File: config.mk
export PLATFORM = sky130hd
export DESIGN_NAME = mcr_queue
export DESIGN_NICKNAME = d
export VERILOG_FILES = /design/src/rtl/mcr_pkg.sv /design/src/rtl/mcr_queue.sv
export SDC_FILE = /design/constraint.sdc
export NUM_CORES = 1
export LEC_CHECK = 0
export BUFFER_PORTS_ARGS = -buffer_cell sky130_fd_sc_hd__buf_2
export CAP_MARGIN = 20
export CORE_MARGIN = 2
export CORE_UTILIZATION = 35
export CTS_BUF_LIST = sky130_fd_sc_hd__clkbuf_4 sky130_fd_sc_hd__clkbuf_8
export DETAILED_ROUTE_END_ITERATION = 8
export GPL_TIMING_DRIVEN = 1
export SYNTH_ARGS = -nofsm -noshare
export SYNTH_HDL_FRONTEND = slang
export SYNTH_SLANG_ARGS = --single-unit
File: constraint.sdc
create_clock -name clk_i -period 10.1 [get_ports clk_i]
set_input_delay 2.02 -clock clk_i [delete_from_list [all_inputs] [get_ports clk_i]]
set_output_delay 2.02 -clock clk_i [all_outputs]
set_load 0.005 [all_outputs]
File: src/rtl/mcr_pkg.sv
// Types and constants shared by the midpoint circle rasterizer modules.
// No dependencies.
package mcr_pkg;

  localparam int unsigned FieldBits = 16;
  localparam int unsigned DecBits   = 20;
  localparam int unsigned QueueDepth = 2;

  // Decision term constants of the midpoint recurrence.
  localparam logic [DecBits-1:0] DecInit = 20'd3;
  localparam logic [DecBits-1:0] DecKeep = 20'd6;
  localparam logic [DecBits-1:0] DecDiag = 20'd10;

  typedef enum logic [0:0] {
    OpStart   = 1'b0,
    OpAdvance = 1'b1
  } opcode_e;

  // One octant step handed from front to back: eight points follow from it.
  typedef struct packed {
    logic [FieldBits-1:0] cx;
    logic [FieldBits-1:0] cy;
    logic [FieldBits-1:0] x;
    logic [FieldBits-1:0] y;
    logic [FieldBits-1:0] colour;
    logic                 done;
  } job_t;

endpackage

File: src/rtl/mcr_queue.sv
// Two-entry step queue between front and back.
// Depends on mcr_pkg.
module mcr_queue
  import mcr_pkg::*;
(
  input  logic clk_i,
  input  logic rst_ni,
  input  job_t in_job_i,
  input  logic in_valid_i,
  output logic in_ready_o,
  output job_t out_job_o,
  output logic out_valid_o,
  input  logic out_ready_i
);

  localparam int unsigned PtrBits = $clog2(QueueDepth);
  localparam int unsigned CntBits = $clog2(QueueDepth + 1);

  job_t               mem_q [QueueDepth];
  logic [PtrBits-1:0] wr_q, rd_q;
  logic [CntBits-1:0] cnt_q;
  logic               push, pop;

  assign in_ready_o  = (cnt_q != CntBits'(QueueDepth));
  assign out_valid_o = (cnt_q != '0);
  assign out_job_o   = mem_q[rd_q];
  assign push        = in_valid_i && in_ready_o;
  assign pop         = out_valid_o && out_ready_i;

  always_ff @(posedge clk_i) begin
    if (push) begin
      mem_q[wr_q] <= in_job_i;
    end
  end

  always_ff @(posedge clk_i or negedge rst_ni) begin
    if (!rst_ni) begin
      wr_q  <= '0;
      rd_q  <= '0;
      cnt_q <= '0;
    end else begin
      if (push) begin
        wr_q <= (wr_q == PtrBits'(QueueDepth - 1)) ? '0 : wr_q + PtrBits'(1);
      end
      if (pop) begin
        rd_q <= (rd_q == PtrBits'(QueueDepth - 1)) ? '0 : rd_q + PtrBits'(1);
      end
      if (push && !pop) begin
        cnt_q <= cnt_q + CntBits'(1);
      end else if (pop && !push) begin
        cnt_q <= cnt_q - CntBits'(1);
      end
    end
  end

endmodule

==> qor.txt, run 1 <==
Num ports - 168
Largest net degree at the start of global routing - 82
Max_cap viols - 0
Status - complete, no violations
Max Slew Vio Count - 0
Num rows - 49
Final ANT Viol Nets - 0
Root cell of the clock tree - clkbuf_8
Reg power frac - 46.6%
Die Height - 140 microns
Vias in the first global route - 3285
Num CTS Buffers - 17
GP Congestion - 0.655
CP arrival - 2700 ps
Setup TNS - 0 ps
Share of cells above drive strength 1 - 61.5%
Core area - 0.0180 sq mm
Number of synthesis warnings - 0
Setup crit start kind - flop
Number of port buffers - 167
Minimum clock period after layout - 4720 ps
Combinational Power Share - 30.3%
F_max - 212 MHz
Worst-path fanout max - 42
RSZ-0062 raised after global routing - no
Final-report hold violation count - 0
Mean post-synth cell area - 23.8 sq um
Die area - 0.0195 sq mm
Register bit count reported by yosys - 166
First-pass GRT wire length - 16900 microns
Unique cell type count in the Yosys netlist - 15
Total grt overflow - 0
CTS tree - built
Fin crit share - 46.7%
Sw frac - 27.0%
Setup CP Type - flop to output port
Post-CTS Resized - 0
DR DRC count - 0
Initial DRC count - 120
Nets - 538
H-tree lvl count - 4
Clock skew - 11.2 ps
Worst-case vdd ir drop - 0.130 mV
Clock edge transition at the registers on the reported setup and hold paths - 80 ps
Crit end category - output port
Pleak - 3.16 nW
Internal - 1.60 mW
Mapped Cells - 270
Die X-Extent - 140 microns
Clock buffer depth - 2
Setup Viol. Count Final - 0
Total wire length - 11000 microns
Ys flop type - edfxtp_1
# hold bufs at CTS - 0
Post-synth ARST share - 2.41%
Area Overhead vs Synth - 23.0%
Req. time, crit path - 8080 ps
Via Count - 3076
Syn Nets - 356
Post-Syn Area - 0.00644 sq mm
PnR worst setup slack - 5380 ps
Sequential area share after synthesis - 77.1%
CTS sink count - 166
Psw - 0.592 mW
Clock Power Share - 23.1%
Worst-margin pin slew - 799 ps
Total GRT Usage - 11.5%
Post-synth EDFFs - 162
Hold WC Path Type - flop to flop
Post CTS Setup Buffer Count - 0
Clk_lat worst skew - 440 ps
Pre-CTS setup slack - 5800 ps
Wire per inst - 15.9 microns
Power density over cell area - 277 mW/mm^2
Relative slew slack - 46.7%
DR vias/cell - 4.43
Starting density of the core - 35.7%
DRT Pass-1 Iters - 4
N_diodes - 0
Initial antenna violation count - 0
## worst max-delay path: stages (launching register included)
cell	delay, ps
dfrtp_4	920
buf_4	730
mux2_2	410
buf_2	120
## per-stage QoR
stage	util (%)	std cells	area [sq um]	hold WS [ps]	total power, mW
CTS	43.8	693	7890	521	2.23
global route	43.9	694	7920	547	2.32
global placement	41.2	659	7420	477	1.69
finish	43.9	694	7920	510	2.19
detailed placement	41.4	661	7460	505	1.72
floorplan	-	270	6440	456	1.52
## power by group through the flow
| stage | logic [mW] | clock network (mW) | registers (mW) |
|---|---|---|---|
| CTS | 0.673 | 0.528 | 1.03 |
| global placement | 0.651 | 0 | 1.04 |
| global route | 0.722 | 0.553 | 1.04 |
| finish | 0.664 | 0.506 | 1.02 |
| detailed placement | 0.670 | 0 | 1.05 |
| floorplan | 0.523 | 0 | 1.00 |
## state kept, by name (all words and copies together) (netlist names)
name / cells
rd_q: 1
mem_q: 162
cnt_q: 2
wr_q: 1
## final timing paths
check | start | end | slack (ps) | depth (start not counted)
max | rd_q | out_job_o[60] | 5380 | 3
max in group asynchronous | rst_ni | rd_q | 8600 | 1
max reg2reg | rd_q | rd_q | 8130 | 2
min reg2reg | cnt_q[1] | cnt_q[1] | 510 | 1
min | cnt_q[1] | cnt_q[1] | 510 | 1
min in group asynchronous | rst_ni | cnt_q[0] | 1360 | 1
## cells in the final DEF, fill, tap and decap left out, drive strengths merged, types with 2 or more instances in the layout
| cell type | Yosys | final |
|---|---|---|
| nor2 | 2 | 2 |
| clkbuf | 0 | 19 |
| edfxtp | 162 | 162 |
| clkinv | 0 | 6 |
| bufinv | 0 | 4 |
| xnor2 | 3 | 3 |
| buf | 9 | 172 |
| clkinvlp | 0 | 3 |
| nand2 | 2 | 2 |
| dfrtp | 4 | 4 |
| mux2 | 81 | 81 |
| xor2 | 2 | 2 |
## metal layers
layer	global-route usage (%)	vias to the layer above	wire, microns
met5	0	-	0
met4	4.58	0	147
met3	5.40	12	856
met2	19.7	104	5670
met1	12.3	1530	4350
li1	-	1430	-
## cell families (layout without fill, tap and decap cells)
logic type | count (synthesis) | count (layout) | share of synthesized area (%)
xor+xnor | 5 | 5 | 0.680
fa+ha+maj | 1 | 1 | 0.194
buf+inv | 10 | 205 | 2.72
flops | 166 | 166 | 77.1
mux | 81 | 81 | 18.8
simple gates | 7 | 7 | 0.525
## final cells by class
| class | instances | area, sq um |
|---|---|---|
| Timing Repair Buffer | 172 | 918 |
| Inverter | 1 | 3.75 |
| Tap cell | 229 | 287 |
| Clock inverter | 13 | 181 |
| Multi-Input combinational cell | 94 | 1310 |
| Fill cell | 1631 | 10100 |
| Clock buffer | 19 | 249 |
| Sequential cell | 166 | 4970 |
## Yosys cell counts (2+ instances only)
master	number	area share, %
mux2_4	79	18
buf_12	8	2.5
dfrtp_1	4	1.6
nand2_1	2	0.12
mux2_2	2	0.35
nor2_1	2	0.12
edfxtp_1	162	76
xor2_1	2	0.27
xnor2_1	3	0.41
(Power assumes the default switching activity.)
==> run 2, diff against run 1 <==
--- a/config.mk
+++ b/config.mk
@@ -5,6 +5,7 @@
 export SDC_FILE = /design/constraint.sdc
 export NUM_CORES = 1
 export LEC_CHECK = 0
+export ABC_AREA = 1
 export BUFFER_PORTS_ARGS = -buffer_cell sky130_fd_sc_hd__buf_2
 export CAP_MARGIN = 20
 export CORE_MARGIN = 2
==> constraint.sdc (replaced) <==
create_clock -name clk_i -period 4.1 [get_ports clk_i]
set_input_delay 0.82 -clock clk_i [delete_from_list [all_inputs] [get_ports clk_i]]
set_output_delay 0.82 -clock clk_i [all_outputs]
set_load 0.005 [all_outputs]
==> run 2 against run 1 <==
Worst hold slack got worse by 330 ps. Die area fell by 4.5%. Via count rose by 25%. Count of clock-buffer cells in the layout rose by 2. Combinational power rose by 140%. Sequential cell count did not move. Largest cell class unchanged. Global-route usage rose by 2.3 points. Highest routed layer is now met5. First-iteration DRC count rose by 69%. Core utilization rose by 0.10 points. Critical path type unchanged. Routed wire length rose by 15%.
==> qor.txt, run 2 <==
Crit end category - output port
H-tree lvl count - 4 (unchanged)
Final Cell Area - 0.00759 sq mm (-4.2%)
Total wire length - 12700 microns (+15%)
DRT Pass-1 Iters - 4 (unchanged)
Total grt overflow - 0 (unchanged)
Top Usage Layer GRT - met2
Met2 usage - 22.2% (+2.5 points)
Biggest register - mem_q
GP Congestion - 0.721 (+10%)
Syn Nets - 537 (+51%)
CP Cell Sequence - inv_2 > buf_4 > nand2_1 > nand2_1 > buf_2
Unique cell type count in the Yosys netlist - 15 (unchanged)
Hold WC Path Type - input port to asynchronous set/reset pin
CP max stage cell - inv_2
Largest register FFs - 162 (unchanged)
Mean post-synth cell area - 13.6 sq um (-43%)
Power density over cell area - 681 mW/mm^2 (+150%)
# hold bufs at CTS - 0 (unchanged)
DR vias/cell - 4.45 (+0.36%)
Post-synth ARST share - 2.41% (unchanged)
Cell with the most instances after synthesis - nand2_1
Worst-margin pin slew - 928 ps (+129 ps)
Clock buffer depth - 2 (unchanged)
Pleak - 3.25 nW (+2.9%)
Top Family by Delay on Critical Path - buffers and inverters
Clock skew - 11.8 ps (+0.649 ps)
Post-synth EDFFs - 162 (unchanged)
Setup Viol. Count Final - 0 (unchanged)
Num CTS Buffers - 17 (unchanged)
Register bit count reported by yosys - 166 (unchanged)
Final ANT Viol Nets - 0 (unchanged)
Total GRT Usage - 13.8% (+2.3 points)
Relative slew slack - 38.1% (-8.6 points)
Final-report hold violation count - 0 (unchanged)
Vias in the first global route - 3755 (+14%)
Hpwl dp - 7910 microns
Biggest regs - mem_q x162, cnt_q x2
Mapped Cells - 451 (+67%)
Sequential area share after synthesis - 80.8% (+3.7 points)
Post-CTS Resized - 0 (unchanged)
Largest net degree at the start of global routing - 83 (+1.2%)
Sw frac - 32.3% (+5.3 points)
Worst path most repeated cell - nand2_1
F_max - 339 MHz
N_diodes - 0 (unchanged)
Clock Power Share - 22.6% (-0.5 points)
Number of synthesis warnings - 0 (unchanged)
Starting density of the core - 35.6% (-0.094 points)
Via Count - 3839 (+25%)
CP bufs+invs - 3 (+1)
Minimum clock period after layout - 2950 ps
Wire per inst - 14.7 microns (-7.7%)
RSZ-0062 raised after global routing - no
Clock edge transition at the registers on the reported setup and hold paths - 80 ps (about the same)
Post-synth top area share - 79.2% (+3.7 points)
Reg power frac - 46.5% (about the same)
First-pass GRT wire length - 19000 microns (+12%)
Die X-Extent - 136 microns (-2.3%)
Die Height - 136 microns (-2.3%)
Fin crit share - 72.0%
Pre-CTS setup slack - 1520 ps (-4270 ps)
Status - complete, no violations
Post CTS Setup Buffer Count - 0 (unchanged)
Most frequent cells in the layout - nand2_1, buf_2, edfxtp_1
Num ports - 168 (unchanged)
Area Overhead vs Synth - 23.6%
PnR worst setup slack - 1150 ps (-4230 ps)
Internal - 3.50 mW (+120%)
Max_cap viols - 0 (unchanged)
Combinational Power Share - 30.9% (+0.6 points)
CTS sink count - 166 (unchanged)
Setup crit start kind - flop
Clk_lat worst skew - 440 ps (about the same)
CP arrival - 2130 ps (-570 ps)
Synth top cells by count - nand2_1, edfxtp_1, buf_6, buf_2, inv_1
Psw - 1.67 mW (+180%)
Initial antenna violation count - 1 (+1)
Most common cell after layout, fill and taps aside - nand2_1
Ys flop type - edfxtp_1
GRT met1 Usage - 16.9% (+4.6 points)
Setup CP Type - flop to output port
Placed Area - 0.00719 sq mm (-3.6%)
Worst-path fanout max - 40 (-4.8%)
Top cell type by total area after synthesis - edfxtp_1
Initial DRC count - 203 (+69%)
CP max stage delay - 540 ps (-380 ps)
Nets - 711 (+32%)
Post-Syn Area - 0.00614 sq mm (-4.6%)
M3 GR Usage - 5.78% (+0.38 points)
Worst-case vdd ir drop - 0.287 mV (+120%)
Num rows - 48 (-2.0%)
Number of port buffers - 167 (unchanged)
Req. time, crit path - 3280 ps (-4800 ps)
Die area - 0.0186 sq mm (-4.5%)
Core area - 0.0172 sq mm (-4.4%)
Root cell of the clock tree - clkbuf_8
Max Slew Vio Count - 0 (unchanged)
Top post-synthesis cells by area - edfxtp_1, nand2_1, buf_6, dfrtp_1, buf_2
DR DRC count - 0 (unchanged)
CTS tree - built
Share of cells above drive strength 1 - 32.1% (-29 points)
==> run 2: cell count changes in the layout (fill, tap and decap cells not counted), sizes merged <==
| cell | previous run | this run |
|---|---|---|
| or2 | 1 | 0 |
| clkinv | 6 | 5 |
| mux2 | 81 | 0 |
| xnor2 | 3 | 1 |
| inv | 1 | 7 |
| nand2 | 2 | 253 |
| nand4 | 0 | 1 |
| nand2b | 1 | 0 |
| xor2 | 2 | 1 |
| clkbuf | 19 | 21 |
| nand3 | 0 | 2 |
| bufinv | 4 | 3 |
| and3 | 1 | 0 |
==> run 2: power by group through the flow <==
stage	clock [mW]	sequential [mW]	combinational (mW)
after floorplan	0	2.47	0.937
after global placement	0	2.43	1.61
after detailed placement	0	2.45	1.64
after CTS	1.21	2.41	1.65
after global routing	1.28	2.44	1.82
final	1.17	2.40	1.60
==> run 2: cell type report <==
cell class,instances,area (sq um)
clock inverter,11,133
sequential,166,4970
timing repair buffer,172,898
fill,1606,9650
multi-input combinational,261,1020
tap,225,282
clock buffer,21,264
inverter,7,26.3
==> run 2: kinds of logic (layout without fill, tap and decap cells) <==
kind of cell	count (synthesis)	after routing	synth area share (%)
adders and majority gates	1	1	0.204
DFF	166	166	80.8
xor gates and xnor gates	2	2	0.285
buffers and inverters	24	211	2.77
and+or+nand+nor	258	258	15.9
==> run 2: through the flow <==
stage	cells	utilization [%]	total power [mW]	setup TNS [ps]	hold WS [ps]
CTS	863	44.0	5.27	0	141
detailed placement	831	41.7	4.09	0	500
global route	863	44.0	5.54	0	139
floorplan	451	-	3.41	-112460	462
global placement	831	41.7	4.04	0	479
finish	863	44.0	5.17	0	184
==> run 2: per-layer routing <==
layer / wire (microns) / share of wire [%] / vias up
met3: 979 / 7.7 / 13
met1: 5470 / 43 / 1823
met4: 116 / 0.92 / 2
li1: - / - / 1862
met5: 13 / 0.10 / -
met2: 6080 / 48 / 139
==> run 2: final timing paths <==
check	start	to	slack [ps]	depth (start not counted)
worst max-delay path	rd_q	out_job_o[50]	1150	5
worst min-delay path	rst_ni	cnt_q[1]	180	1
worst max register to register	cnt_q[0]	mem_q[0][45]	1960	5
worst min register to register	cnt_q[0]	cnt_q[0]	500	1
max in group asynchronous	rst_ni	rd_q	3770	1
min in group clk_i	cnt_q[0]	cnt_q[0]	500	1
==> run 2: worst reg2reg max path, delay by kind of cell (launching register included) <==
family                 cells  cell delay (ps)
buffers and inverters      2              480
and+or+nand+nor            3              920
DFF                        1              380
==> run 3, diff against run 2 <==
==> constraint.sdc (replaced) <==
create_clock -name clk_i -period 2.73 [get_ports clk_i]
set_input_delay 0.546 -clock clk_i [delete_from_list [all_inputs] [get_ports clk_i]]
set_output_delay 0.546 -clock clk_i [all_outputs]
set_load 0.005 [all_outputs]
==> run 3 against run 2 <==
Global-route usage decreased by 0.45 points. Register-to-register slack got worse by 950 ps. Count of clock-buffer cells in the layout decreased by 2. Cell area about the same. Critical path depth unchanged.
==> qor.txt, run 3 (same netlist as run 2, synthesis figures left out) <==
GP Congestion - 0.696 (-3.5%)
Core area - 0.0172 sq mm (unchanged)
R2r setup slk - 1010 ps (-950 ps)
Die X-Extent - 136 microns (unchanged)
Initial DRC count - 229 (+13%)
Pleak - 3.24 nW (-0.19%)
Wire per inst - 14.2 microns (-3.0%)
RSZ-0062 raised after global routing - no
Power density over cell area - 1000 mW/mm^2 (+47%)
N_diodes - 0 (unchanged)
Fillers - 1585 (-1.3%)
Status - complete, no violations
Area Overhead vs Synth - 23.7% (about the same)
Most frequent cells in the layout - nand2_1, buf_2, edfxtp_1
CP Cell Sequence - inv_2 > buf_4 > nand2_1 > nand2_1 > buf_2
Num CTS Buffers - 17 (unchanged)
H-tree lvl count - 4 (unchanged)
Num rows - 48 (unchanged)
Worst-case vdd ir drop - 0.435 mV (+52%)
Multi-input gate area - 0.00102 sq mm (unchanged)
DR vias/cell - 4.44 (-0.10%)
Post-layout util - 44.1% (about the same)
CP max stage delay - 530 ps (about the same)
Post CTS Setup Buffer Count - 0 (unchanged)
Biggest regs - mem_q x162, cnt_q x2
Setup Viol. Count Final - 0 (unchanged)
Worst-path fanout max - 50 (+25%)
Number of port buffers - 167 (unchanged)
Max Slew Vio Count - 0 (unchanged)
Min-delay src - in_job_i[1]
Clock edge transition at the registers on the reported setup and hold paths - 80 ps (about the same)
Largest net degree at the start of global routing - 70 (-16%)
CP arrival - 1860 ps (-270 ps)
Worst reg2reg startpoint - cnt_q[0]
DR DRC count - 0 (unchanged)
Clock skew - 7.36 ps (-4.44 ps)
Nets - 714 (+0.42%)
Largest register FFs - 162 (unchanged)
DRT Pass-1 Iters - 4 (unchanged)
Total GRT Usage - 13.4% (-0.45 points)
Die area - 0.0186 sq mm (unchanged)
Setup crit start kind - flop
Relative slew slack - 63.8% (+26 points)
Req. time, crit path - 2180 ps (-1100 ps)
Max_cap viols - 0 (unchanged)
Vias in the first global route - 3848 (+2.5%)
Total grt overflow - 0 (unchanged)
FF+latch area - 0.00497 sq mm (unchanged)
Hold WC Path Type - input port to flop
Setup CP Type - flop to output port
Worst r2r path cells - 5 (unchanged)
F_max - 416 MHz
Non-filler instance count after layout - 865 (+0.23%)
Die Height - 136 microns (unchanged)
Hold endpoint - mem_q[1][1]
Fin crit share - 88.1%
CTS tree - built
Biggest register - mem_q
Clock buffer depth - 2 (unchanged)
Num ports - 168 (unchanged)
Final-report hold violation count - 0 (unchanged)
CP max stage cell - dfrtp_2
Worst-margin pin slew - 543 ps (-385 ps)
R2R Path End - mem_q[0][14]
Clk_lat worst skew - 430 ps (about the same)
Root cell of the clock tree - clkbuf_8
CTS sink count - 166 (unchanged)
Via Count - 3844 (+0.13%)
Initial antenna violation count - 0 (-1)
Final ANT Viol Nets - 0 (unchanged)
Top Family by Delay on Critical Path - buffers and inverters
Share of cells above drive strength 1 - 32.0% (-0.10 points)
Most common cell after layout, fill and taps aside - nand2_1
First-pass GRT wire length - 18700 microns (-1.8%)
Worst hold path stage count - 1
Minimum clock period after layout - 2410 ps
Worst path most repeated cell - nand2_1
Post-Place Cells - 833 (+0.24%)
Hpwl dp - 7870 microns (-0.56%)
CP bufs+invs - 3 (unchanged)
Total wire length - 12300 microns (-2.8%)
Starting density of the core - 35.6% (unchanged)
Crit end category - output port
run 3: changes by cell type in the layout (fill, tap and decap cells not counted), sizes merged:
cell,change
clkbuf,-2
clkinvlp,+1
buf,+2
dlygate4sd3,+1
clkinv,+2
bufinv,-2
run 3: power by group:
part / leakage, nW / switching [mW] / internal (mW)
clock: 0.162 / 0.841 / 0.715
combinational: 1.53 / 1.50 / 0.894
sequential: 1.55 / 0.167 / 3.47
run 3: cell type report:
class                   instances  share of cell area [%]
repair buffers                175                    12.7
clock buffers                  19                    3.28
multi-input cells             261                    13.4
flip-flops and latches        166                    65.4
inverters                       7                   0.346
well taps                     225                    3.71
clock inverters                12                    1.17
run 3: layer usage:
layer  vias up  track usage (%)  routed length, microns
li1       1867                -                       -
met1      1852             15.3                    5150
met2       108             23.2                    6290
met3        17             4.25                     690
met4         0             5.21                     181
met5         -                0                       0
run 3: worst max-delay path by stage:
stage,endpoint,start,cells past startpoint,slack [ps]
global route,out_job_o[72],rd_q,5,150
detailed placement,out_job_o[77],rd_q,5,760
global placement,out_job_o[42],rd_q,5,810
finish,out_job_o[54],rd_q,5,320
CTS,out_job_o[77],rd_q,5,240
floorplan,mem_q[0][0],in_valid_i,2,-430
run 3: metrics by stage:
step | cell area [sq um] | setup TNS, ps | hold slack [ps] | worst slack (ps) | total power [mW]
CTS | 7590 | 0 | 257 | 243 | 7.75
global placement | 7250 | 0 | 365 | 812 | 6.11
floorplan | 6150 | -69850 | 250 | -431 | 5.09
finish | 7590 | 0 | 293 | 324 | 7.59
global route | 7590 | 0 | 249 | 152 | 8.14
detailed placement | 7250 | 0 | 363 | 762 | 6.17
run 3: timing repair:
item                                   4_1_cts  5_1_grt
endpoints found under the hold margin        4        0
resized for setup                            0        0
hold buffers                                 1        0
run 3: worst register-to-register path, cell delays in order (launching register included):
cell and delay [ps]:
dfrtp_1 380, inv_1 80, nand2_1 90, nand2_2 120, nor2_4 400, buf_12 310
